$ cat config.mk
export PLATFORM = sky130hd
export DESIGN_NAME = light_schedule_fade_controller_flat
export DESIGN_NICKNAME = d
export VERILOG_FILES = /design/src/sv/lsfc_pkg.sv /design/src/sv/lsfc_if.sv /design/src/sv/light_schedule_fade_controller.sv /design/src/flat_wrapper.sv
export SDC_FILE = /design/constraint.sdc
export NUM_CORES = 2
export LEC_CHECK = 0
export ABC_CLOCK_PERIOD_IN_PS = 6000
export BUFFER_PORTS_ARGS = -buffer_cell sky130_fd_sc_hd__buf_2
export CAP_MARGIN = 0
export CORE_UTILIZATION = 56
export CTS_CLUSTER_SIZE = 10
export DETAILED_ROUTE_END_ITERATION = 16
export HOLD_SLACK_MARGIN = 0.15
export MAX_ROUTING_LAYER = met4
export PLACE_DENSITY_LB_ADDON = 0.15
export SYNTH_ARGS = -nofsm -noshare
export SYNTH_HDL_FRONTEND = slang
export SYNTH_SLANG_ARGS = --single-unit
$ cat constraint.sdc
create_clock -name clk -period 6 [get_ports clk]
set_input_delay 1.2 -clock clk [delete_from_list [all_inputs] [get_ports clk]]
set_output_delay 1.2 -clock clk [all_outputs]
set_load 0.03 [all_outputs]
$ cat src/sv/lsfc_pkg.sv
package lsfc_pkg;

  // Field widths of the tick, result and configuration channels.
  localparam int EPOCH_W  = 40;
  localparam int MINUTE_W = 16;
  localparam int MOD_W    = 12;
  localparam int MS_W     = 32;
  localparam int PCT_W    = 7;
  localparam int DUTY_W   = 10;
  localparam int CFG_IDX_W = 3;
  localparam int CFG_VAL_W = 40;

  // Divider widths: the remainder holds anything below period * 60.
  localparam int REM_W = 22;
  localparam int CNT_W = 6;
  localparam logic [CNT_W-1:0] MOD_LAST = CNT_W'(EPOCH_W - 1);

  // Minute of the phase: x / 60 equals (x * RECIP_60) >> RECIP_SHIFT for
  // every x below 2^REM_W.
  localparam int                  RECIP_W     = 23;
  localparam int                  RECIP_SHIFT = 28;
  localparam logic [RECIP_W-1:0]  RECIP_60    = 23'd4473925;

  // Schedule and level constants.
  localparam logic [MINUTE_W-1:0] PERIOD_DAY  = 16'd1440;
  localparam logic [PCT_W-1:0]    PCT_FULL    = 7'd100;
  localparam int                  PWM_MAX     = 1023;
  localparam int                  LIMIT_W     = MS_W + PCT_W;

  // Configuration register indexes.
  typedef enum logic [CFG_IDX_W-1:0] {
    CFG_ON_MINUTE      = 3'd0,
    CFG_OFF_MINUTE     = 3'd1,
    CFG_PERIOD_MINUTES = 3'd2,
    CFG_CYCLE_ANCHOR   = 3'd3,
    CFG_MAX_LEVEL      = 3'd4,
    CFG_FADE_ENABLE    = 3'd5,
    CFG_FADE_UP_MS     = 3'd6,
    CFG_FADE_DOWN_MS   = 3'd7
  } cfg_idx_t;

  // Sequencer states.
  typedef enum logic [2:0] {
    ST_IDLE,
    ST_PREP,
    ST_MOD,
    ST_FIX,
    ST_DIV,
    ST_CALC,
    ST_DONE
  } state_t;

  typedef struct packed {
    logic [EPOCH_W-1:0]      epoch_seconds;
    logic signed [MOD_W-1:0] minute_of_day;
    logic [MS_W-1:0]         now_ms;
  } tick_t;

  typedef struct packed {
    logic [PCT_W-1:0]  level_pct;
    logic [DUTY_W-1:0] pwm_duty;
    logic [PCT_W-1:0]  target_pct;
    logic              schedule_on;
    logic              level_written;
  } result_t;

  typedef struct packed {
    logic [CFG_IDX_W-1:0] index;
    logic [CFG_VAL_W-1:0] value;
  } cfg_t;

  // Duty for each level: level * PWM_MAX / 100, truncated, low bits kept.
  typedef logic [DUTY_W-1:0] duty_tab_t [0:(1 << PCT_W) - 1];

  function automatic duty_tab_t duty_table_f();
    duty_tab_t t;
    for (int i = 0; i < (1 << PCT_W); i++) begin
      t[i] = DUTY_W'((i * PWM_MAX) / 100);
    end
    return t;
  endfunction

  localparam duty_tab_t DUTY_TABLE = duty_table_f();

endpackage

$ cat src/sv/lsfc_if.sv
// Tick channel: one update tick per transfer.
interface lsfc_tick_if;
  logic              valid;
  logic              ready;
  lsfc_pkg::tick_t   data;
  modport source (output valid, output data, input ready);
  modport sink (input valid, input data, output ready);
endinterface

// Result channel: one result per tick.
interface lsfc_result_if;
  logic              valid;
  logic              ready;
  lsfc_pkg::result_t data;
  modport source (output valid, output data, input ready);
  modport sink (input valid, input data, output ready);
endinterface

// Configuration write channel.
interface lsfc_cfg_if;
  logic              valid;
  logic              ready;
  lsfc_pkg::cfg_t    data;
  modport source (output valid, output data, input ready);
  modport sink (input valid, input data, output ready);
endinterface

$ cat src/sv/light_schedule_fade_controller.sv
// Light schedule fade controller. Each tick transfer carries epoch seconds, the
// local minute of day and a free-running millisecond counter; the block decides
// from the on/off window whether the light is on, sets the target level and moves
// the level toward it, then returns one result. In anchored mode the cycle phase
// comes from a restoring divider that retires one bit per cycle to find the
// remainder modulo period * 60, after which a multiply by the reciprocal of 60
// gives the minute. An anchored tick passes through the prep, remainder, fix,
// divide and calc states to done, where its result is registered; a wall-clock
// or forced-off tick goes from prep straight to calc and done. The tick
// channel is ready only while the sequencer is idle; a result waiting on the
// output holds the sequencer in its last state.
// Configuration writes are always accepted and should be made between ticks.
module light_schedule_fade_controller (
  input  logic                clk,
  input  logic                rst,
  lsfc_tick_if.sink           tick,
  lsfc_result_if.source       result,
  lsfc_cfg_if.sink            cfg
);

  // Configuration registers.
  logic [lsfc_pkg::MINUTE_W-1:0] on_minute;
  logic [lsfc_pkg::MINUTE_W-1:0] off_minute;
  logic [lsfc_pkg::MINUTE_W-1:0] period_minutes;
  logic [lsfc_pkg::EPOCH_W-1:0]  cycle_anchor;
  logic [lsfc_pkg::PCT_W-1:0]    max_level;
  logic                          fade_enable;
  logic [lsfc_pkg::MS_W-1:0]     fade_up_ms;
  logic [lsfc_pkg::MS_W-1:0]     fade_down_ms;

  // Block state.
  logic [lsfc_pkg::PCT_W-1:0]    level;
  logic [lsfc_pkg::MS_W-1:0]     last_step_time;

  // Sequencer and datapath registers.
  lsfc_pkg::state_t              state, state_next;
  lsfc_pkg::tick_t               tick_r;
  logic [lsfc_pkg::CNT_W-1:0]    cnt;
  logic [lsfc_pkg::EPOCH_W-1:0]  dividend;
  logic [lsfc_pkg::REM_W-1:0]    rem;
  logic [lsfc_pkg::REM_W-1:0]    period_sec;
  logic                          neg;
  logic                          anchored_path;
  logic                          forced_off;
  logic [lsfc_pkg::MINUTE_W-1:0] minute;
  logic                          sched_valid;
  logic                          on_r;
  logic [lsfc_pkg::PCT_W-1:0]    target_r;
  logic [lsfc_pkg::MS_W-1:0]     fade_sel;
  logic [lsfc_pkg::LIMIT_W-1:0]  limit;
  logic                          elapsed_nz;
  logic                          out_valid;
  lsfc_pkg::result_t             out_data;

  // Control outputs of the sequencer.
  logic tick_take;
  logic out_load;
  logic out_free;

  // ---------------------------------------------------------------------------
  // Configuration port.
  assign cfg.ready = 1'b1;

  always_ff @(posedge clk) begin
    if (rst) begin
      on_minute      <= '0;
      off_minute     <= '0;
      period_minutes <= lsfc_pkg::PERIOD_DAY;
      cycle_anchor   <= '0;
      max_level      <= lsfc_pkg::PCT_FULL;
      fade_enable    <= 1'b0;
      fade_up_ms     <= '0;
      fade_down_ms   <= '0;
    end else if (cfg.valid) begin
      unique case (lsfc_pkg::cfg_idx_t'(cfg.data.index))
        lsfc_pkg::CFG_ON_MINUTE:      on_minute      <= cfg.data.value[15:0];
        lsfc_pkg::CFG_OFF_MINUTE:     off_minute     <= cfg.data.value[15:0];
        lsfc_pkg::CFG_PERIOD_MINUTES: period_minutes <= cfg.data.value[15:0];
        lsfc_pkg::CFG_CYCLE_ANCHOR:   cycle_anchor   <= cfg.data.value[39:0];
        lsfc_pkg::CFG_MAX_LEVEL:      max_level      <= cfg.data.value[6:0];
        lsfc_pkg::CFG_FADE_ENABLE:    fade_enable    <= cfg.data.value[0];
        lsfc_pkg::CFG_FADE_UP_MS:     fade_up_ms     <= cfg.data.value[31:0];
        lsfc_pkg::CFG_FADE_DOWN_MS:   fade_down_ms   <= cfg.data.value[31:0];
        default: ;
      endcase
    end
  end

  // ---------------------------------------------------------------------------
  // Restoring divide step: shift one dividend bit into the remainder and
  // subtract the divisor when it fits. The quotient bit enters the dividend LSB.
  logic [lsfc_pkg::REM_W:0]   rem_sh;
  logic [lsfc_pkg::REM_W+1:0] sub;
  logic                       fits;
  logic [lsfc_pkg::REM_W-1:0] rem_step;

  always_comb begin
    rem_sh   = {rem, dividend[lsfc_pkg::EPOCH_W-1]};
    sub      = {1'b0, rem_sh} - {2'b00, period_sec};
    fits     = ~sub[lsfc_pkg::REM_W+1];
    rem_step = fits ? sub[lsfc_pkg::REM_W-1:0] : rem_sh[lsfc_pkg::REM_W-1:0];
  end

  // Signed distance from the anchor, taken as sign and magnitude.
  logic [lsfc_pkg::EPOCH_W:0]   diff;
  logic [lsfc_pkg::EPOCH_W:0]   diff_neg;
  logic [lsfc_pkg::REM_W-1:0]   rem_fixed;
  logic [lsfc_pkg::REM_W+lsfc_pkg::RECIP_W-1:0] quot_prod;

  always_comb begin
    diff      = {1'b0, tick_r.epoch_seconds} - {1'b0, cycle_anchor};
    diff_neg  = -diff;
    rem_fixed = (neg && (rem != '0)) ? (period_sec - rem) : rem;
    quot_prod = {{lsfc_pkg::RECIP_W{1'b0}}, rem} *
                {{lsfc_pkg::REM_W{1'b0}}, lsfc_pkg::RECIP_60};
  end

  // Forced off: no anchor, no valid time or a zero period.
  assign forced_off = (cycle_anchor == '0) || (tick_r.epoch_seconds == '0) ||
                      (period_minutes == '0);

  // ---------------------------------------------------------------------------
  // Schedule decision and fade pacing.
  logic                         win;
  logic                         on_now;
  logic [lsfc_pkg::PCT_W-1:0]   target_now;
  logic [lsfc_pkg::MS_W-1:0]    elapsed;
  logic [lsfc_pkg::LIMIT_W-1:0] elapsed_ext;

  always_comb begin
    if (on_minute == off_minute) begin
      win = 1'b1;
    end else if (on_minute < off_minute) begin
      win = (minute >= on_minute) && (minute < off_minute);
    end else begin
      win = (minute >= on_minute) || (minute < off_minute);
    end
    on_now      = sched_valid && win;
    target_now  = on_now ? ((max_level > lsfc_pkg::PCT_FULL) ? lsfc_pkg::PCT_FULL
                                                            : max_level) : '0;
    elapsed     = tick_r.now_ms - last_step_time;
    elapsed_ext = {{lsfc_pkg::PCT_W{1'b0}}, elapsed};
  end

  // The step interval floor(fade / 100), at least 1, has passed exactly when
  // the elapsed time is nonzero and fade <= elapsed * 100 + 99.
  logic                       step_ok;
  logic [lsfc_pkg::PCT_W-1:0] level_next;
  logic                       written;

  always_comb begin
    step_ok = elapsed_nz && ({{lsfc_pkg::PCT_W{1'b0}}, fade_sel} <= limit);
    level_next = level;
    written    = 1'b0;
    if (!fade_enable || step_ok) begin
      if (level < target_r) begin
        level_next = fade_enable ? (level + 7'd1) : target_r;
        written    = 1'b1;
      end else if (level > target_r) begin
        level_next = fade_enable ? (level - 7'd1) : target_r;
        written    = 1'b1;
      end
    end
  end

  // ---------------------------------------------------------------------------
  // Sequencer: next state.
  always_comb begin
    state_next = state;
    unique case (state)
      lsfc_pkg::ST_IDLE: if (tick.valid) state_next = lsfc_pkg::ST_PREP;
      lsfc_pkg::ST_PREP: begin
        if (anchored_path && !forced_off) begin
          state_next = lsfc_pkg::ST_MOD;
        end else begin
          state_next = lsfc_pkg::ST_CALC;
        end
      end
      lsfc_pkg::ST_MOD:  if (cnt == lsfc_pkg::MOD_LAST) state_next = lsfc_pkg::ST_FIX;
      lsfc_pkg::ST_FIX:  state_next = lsfc_pkg::ST_DIV;
      lsfc_pkg::ST_DIV:  state_next = lsfc_pkg::ST_CALC;
      lsfc_pkg::ST_CALC: state_next = lsfc_pkg::ST_DONE;
      lsfc_pkg::ST_DONE: if (out_free) state_next = lsfc_pkg::ST_IDLE;
      default:           state_next = lsfc_pkg::ST_IDLE;
    endcase
  end

  // Sequencer: control outputs.
  always_comb begin
    out_free  = !out_valid || result.ready;
    tick_take = (state == lsfc_pkg::ST_IDLE) && tick.valid;
    out_load  = (state == lsfc_pkg::ST_DONE) && out_free;
  end

  assign tick.ready = (state == lsfc_pkg::ST_IDLE);

  always_ff @(posedge clk) begin
    if (rst) begin
      state <= lsfc_pkg::ST_IDLE;
    end else begin
      state <= state_next;
    end
  end

  // ---------------------------------------------------------------------------
  // Datapath registers.
  always_ff @(posedge clk) begin
    unique case (state)
      lsfc_pkg::ST_IDLE: begin
        if (tick_take) begin
          tick_r        <= tick.data;
          anchored_path <= (cycle_anchor != '0) ||
                           (period_minutes != lsfc_pkg::PERIOD_DAY);
          period_sec    <= {period_minutes, 6'b0} - {4'b0, period_minutes, 2'b0};
        end
      end
      lsfc_pkg::ST_PREP: begin
        neg        <= diff[lsfc_pkg::EPOCH_W];
        dividend   <= diff[lsfc_pkg::EPOCH_W] ? diff_neg[lsfc_pkg::EPOCH_W-1:0]
                                              : diff[lsfc_pkg::EPOCH_W-1:0];
        rem        <= '0;
        cnt        <= '0;
        if (anchored_path) begin
          minute      <= '0;
          sched_valid <= !forced_off;
        end else begin
          minute      <= {{(lsfc_pkg::MINUTE_W - lsfc_pkg::MOD_W + 1){1'b0}},
                          tick_r.minute_of_day[lsfc_pkg::MOD_W-2:0]};
          sched_valid <= !tick_r.minute_of_day[lsfc_pkg::MOD_W-1];
        end
      end
      lsfc_pkg::ST_MOD: begin
        rem      <= rem_step;
        dividend <= {dividend[lsfc_pkg::EPOCH_W-2:0], fits};
        cnt      <= cnt + 6'd1;
      end
      lsfc_pkg::ST_FIX: begin
        // Remainder made non-negative before it is scaled down to minutes.
        rem <= rem_fixed;
      end
      lsfc_pkg::ST_DIV: begin
        minute <= quot_prod[lsfc_pkg::RECIP_SHIFT +: lsfc_pkg::MINUTE_W];
      end
      lsfc_pkg::ST_CALC: begin
        on_r       <= on_now;
        target_r   <= target_now;
        fade_sel   <= (level < target_now) ? fade_up_ms : fade_down_ms;
        limit      <= (elapsed_ext << 6) + (elapsed_ext << 5) + (elapsed_ext << 2) +
                      39'd99;
        elapsed_nz <= (elapsed != '0);
      end
      lsfc_pkg::ST_DONE: ;
      default: ;
    endcase
  end

  // Level state and step timestamp.
  always_ff @(posedge clk) begin
    if (rst) begin
      level          <= '0;
      last_step_time <= '0;
    end else if (out_load) begin
      level <= level_next;
      if (fade_enable && step_ok) begin
        last_step_time <= tick_r.now_ms;
      end
    end
  end

  // Output register.
  always_ff @(posedge clk) begin
    if (rst) begin
      out_valid <= 1'b0;
    end else if (out_load) begin
      out_valid <= 1'b1;
    end else if (result.ready) begin
      out_valid <= 1'b0;
    end
  end

  always_ff @(posedge clk) begin
    if (out_load) begin
      out_data.level_pct     <= level_next;
      out_data.pwm_duty      <= lsfc_pkg::DUTY_TABLE[level_next];
      out_data.target_pct    <= target_r;
      out_data.schedule_on   <= on_r;
      out_data.level_written <= written;
    end
  end

  assign result.valid = out_valid;
  assign result.data  = out_data;

  // ---------------------------------------------------------------------------
  // Assertions.
  a_level_range: assert property (@(posedge clk) disable iff (rst)
    out_load |=> (level <= lsfc_pkg::PCT_FULL) || (level == $past(level)))
    else $error("level left the percent range");

  a_written_matches: assert property (@(posedge clk) disable iff (rst)
    out_load |=> (out_data.level_written == (level != $past(level))))
    else $error("level_written disagrees with the level change");

  a_fade_single_step: assert property (@(posedge clk) disable iff (rst)
    (out_load && fade_enable) |=>
      (level == $past(level)) || (level == $past(level) + 7'd1) ||
      (level + 7'd1 == $past(level)))
    else $error("fade moved the level by more than one");

  a_mod_count: assert property (@(posedge clk) disable iff (rst)
    (state == lsfc_pkg::ST_MOD) |-> (cnt <= lsfc_pkg::MOD_LAST))
    else $error("remainder counter ran past its last step");

  a_target_range: assert property (@(posedge clk) disable iff (rst)
    (state == lsfc_pkg::ST_DONE) |-> (target_r <= lsfc_pkg::PCT_FULL))
    else $error("target above full scale");

endmodule
$ cat src/flat_wrapper.sv
// flat-port wrapper written by rule: the top's interface ports become plain ports
module light_schedule_fade_controller_flat 
  (clk, rst, tick_valid, tick_data, tick_ready, result_valid, result_data, result_ready, cfg_valid, cfg_data, cfg_ready);
  lsfc_tick_if tick_i ();
  lsfc_result_if result_i ();
  lsfc_cfg_if cfg_i ();
  input  logic clk;
  input  logic rst;
  input wire logic [$bits(tick_i.valid)-1:0] tick_valid;
  input wire logic [$bits(tick_i.data)-1:0] tick_data;
  output wire logic [$bits(tick_i.ready)-1:0] tick_ready;
  output wire logic [$bits(result_i.valid)-1:0] result_valid;
  output wire logic [$bits(result_i.data)-1:0] result_data;
  input wire logic [$bits(result_i.ready)-1:0] result_ready;
  input wire logic [$bits(cfg_i.valid)-1:0] cfg_valid;
  input wire logic [$bits(cfg_i.data)-1:0] cfg_data;
  output wire logic [$bits(cfg_i.ready)-1:0] cfg_ready;
  assign tick_i.valid = tick_valid;
  assign tick_i.data = tick_data;
  assign tick_ready = tick_i.ready;
  assign result_valid = result_i.valid;
  assign result_data = result_i.data;
  assign result_i.ready = result_ready;
  assign cfg_i.valid = cfg_valid;
  assign cfg_i.data = cfg_data;
  assign cfg_ready = cfg_i.ready;
  light_schedule_fade_controller u_core (.clk(clk), .rst(rst), .tick(tick_i), .result(result_i), .cfg(cfg_i));
endmodule
==> reports/summary.txt <==
total detailed-routing wirelength: 94700 microns
synthesized area per cell: 9.04 sq um
IO Pins: 161
cell count after placement: 5107
type of the tightest min-delay check: reg2reg
post-DR wirelength/cell: 18.1 microns
CTS sink cnt: 498
hold depth: 2
Least-Margin Pin Slew: 1080 ps
crit path cell chain: buf_4, ha_2, fa_2, inv_1, fa_2, fa_1, inv_1, fa_1, ha_1, ha_2, a21o_1, a21o_1, a21o_1, a21o_1, a21oi_2, o21a_1, a31oi_2, o41a_1, a211o_1, a31o_2, xnor2_1, nor2_1
total clock buffers created by CTS: 60
Reg clk slew, reported paths: 60 ps
Worst EP arrival: 6190 ps
Tcrit/Tclk final: 0.972
routability cong.: 0.947
share of cells above drive strength 1: 0.122
Synth Flop Type: edfxtp_1
WS Path Type: reg2reg
chip height: 259 microns
sequential share of the synthesized area: 0.348
Final Non-Filler Cells: 5236
FMAX: 172 MHz
CP Buf/Inv Count: 3
clk_skew: 29.6 ps
DP Wirelength: 71200 microns
DRT Pass-1 Iters: 5
required time worst endpoint: 6360 ps
Synth warnings: 0
vias: 30.2k
fin. max-slew vios: 0
cell area after synthesis: 37100 sq um
# H-tree levels: 2
CP max FO: 3
Crit path max-delay family: adder cells
root buf cell: clkbuf_16
RSZ-0062 raised after global routing: true
deepest clock path buffer count: 3
Yosys cell types: 94
Layout Nets: 5024
grt total ovfl: 0
detailed-route DRC error count: 0
status: finished, final reports clean
initial antenna violation count: 3
Layout area overhead: 12.8%
post-synthesis net count: 4814
final setup violation count: 0
Register-to-Register Path Depth: 22
die area: 67300 sq um
Post-synth EDFFs: 295
hold path endpoint: u_core.fade_up_ms[2]
first-pass GRT wire length: 149000 microns
Row Count: 94
Worst R2R Start: u_core.rem[17]
Post-DRT Antenna Nets: 0
FF+latch count, synth: 498
initial core utilization: 0.566
Period minus WS final: 5830 ps
worst slew margin relative to its limit: 0.279
Port Buf Inserts: 159
Clock Latency Late Sink: 640 ps
Setup crit end kind: flip-flop
Worst setup SP type: flip-flop
final hold viol count: 0
Post-Syn Instances: 4109
Via density: 5.77
CP dominant cell by count: a21o_1
slowest CP cell: fa_2
Chip Width: 259 microns
largest net degree at the start of global routing: 118
Core Area: 65600 sq um
max incr delay on CP: 540 ps
Hold Path Origin: u_core.fade_up_ms[2]
CTS tree: built
reg2reg setup slack: 170 ps
number of max-cap violations: 0
asr flop ratio synth: 0
drt initial violations: 2608
terminus of the critical flop-to-flop path: u_core.minute[13]
number of global-route vias before repair: 28.5k
total track usage: 0.284
-- how the worst max path moves through the flow --
stage,startpoint,endpoint,slack (ps),cells past startpoint
floorplan,u_core.rem[19],u_core.minute[14],150,21
global placement,u_core.rem[19],u_core.minute[14],-70,22
detailed placement,u_core.tick_r[0],u_core.limit[37],-150,30
CTS,u_core.tick_r[0],u_core.limit[37],8,30
global route,u_core.tick_r[0],u_core.limit[37],-110,28
finish,u_core.rem[17],u_core.minute[13],170,22
-- logic make-up after synthesis --
kind of cell	Yosys count	share of synthesized area
adder cells (fa/ha/maj)	574	0.212
buffers and inverters	591	0.0613
AO/OA/AOI/OAI	1020	0.171
other	1	0.000101
multiplexers	53	0.0155
AND/OR/NAND/NOR	1177	0.146
flip-flops	498	0.348
XOR/XNOR	195	0.0460
-- flip-flops by register name, summed over array words and instances (netlist names), 16 cells and up --
name,count
u_core.cycle_anchor,40
u_core.dividend,40
u_core.fade_down_ms,32
u_core.fade_sel,32
u_core.fade_up_ms,32
u_core.last_step_time,32
u_core.limit,37
u_core.minute,16
u_core.off_minute,16
u_core.on_minute,16
u_core.period_minutes,16
u_core.period_sec,20
u_core.rem,22
u_core.result.data,26
u_core.tick_r,84
-- cell usage in the layout, fill, tap and decap left out, types with 38 or more instances in the layout --
cell type  count
a21o_1        85
a21oi_1      404
buf_2        158
buf_4        133
clkbuf_16     62
dfxtp_1      203
edfxtp_1     295
fa_1          89
ha_1         458
inv_1        433
nand2_1      571
nand3_1       68
nand4_1       45
nor2_1       190
nor3_1        60
o21a_1        38
o21ai_0      147
xnor2_1      120
xor2_1        70
-- metal layers --
layer	track usage	wire [microns]
met2	0.431	42200
met5	-	0
met4	0.0714	2180
met3	0.0403	6350
met1	0.399	43900
-- timing repair --
| item | in CTS | in global routing |
|---|---|---|
| setup buffers | 2 | 12 |
| pin swaps | 4 | 52 |
| resized for setup | 12 | 85 |
| hold buffers | 0 | 0 |
| endpoints found under the setup margin | 8 | 21 |
-- layout make-up --
class                           instances  area (sq um)
Clock inverter                          8          76.3
Antenna cell                            4          10.0
Timing Repair Buffer                  294          1820
Inverter                              445          1670
Tap cell                              864          1080
Clock buffer                          103          1800
Sequential cell                       498         12900
Multi-Input combinational cell       3020         22500
Fill cell                            5596         23700
-- synthesized netlist by cell type, drive strengths merged (35+ instances only) --
| cell | instances | share of area |
|---|---|---|
| o21a | 38 | 0.0077 |
| nand2 | 572 | 0.058 |
| a21o | 85 | 0.017 |
| xor2 | 72 | 0.017 |
| xnor2 | 123 | 0.029 |
| mux2 | 35 | 0.011 |
| nand3 | 68 | 0.0092 |
| a21oi | 420 | 0.057 |
| o21ai | 184 | 0.025 |
| dfxtp | 203 | 0.11 |
| fa | 93 | 0.050 |
| clkbuf | 112 | 0.011 |
| nor2 | 197 | 0.020 |
| nand4 | 45 | 0.0076 |
| edfxtp | 295 | 0.24 |
| ha | 480 | 0.16 |
| nor3 | 64 | 0.0086 |
| inv | 444 | 0.045 |
| nor4 | 39 | 0.0071 |
-- worst min-delay path, cell delays in order (launching register included) --
cell,delay (ps)
dfxtp_1,300
nand2_1,50
a21oi_1,50
-- stage by stage --
stage | cell area (sq um) | TNS (ps) | hold WS (ps) | utilization | setup slack (ps)
5_1_grt | 41900 | -184 | 465 | 0.638 | -107
2_1_floorplan | 37100 | 0 | 400 | - | 153
3_5_place_dp | 39400 | -493 | 445 | 0.600 | -148
4_1_cts | 41300 | 0 | 454 | 0.629 | 7.66
3_3_place_gp | 39400 | -116 | 439 | 0.600 | -70.6
6_report | 41900 | 0 | 451 | 0.638 | 169
Power is left out: the tool's default activity adds up to more than one toggle a clock period on the data nets, which glitch-free logic cannot reach.
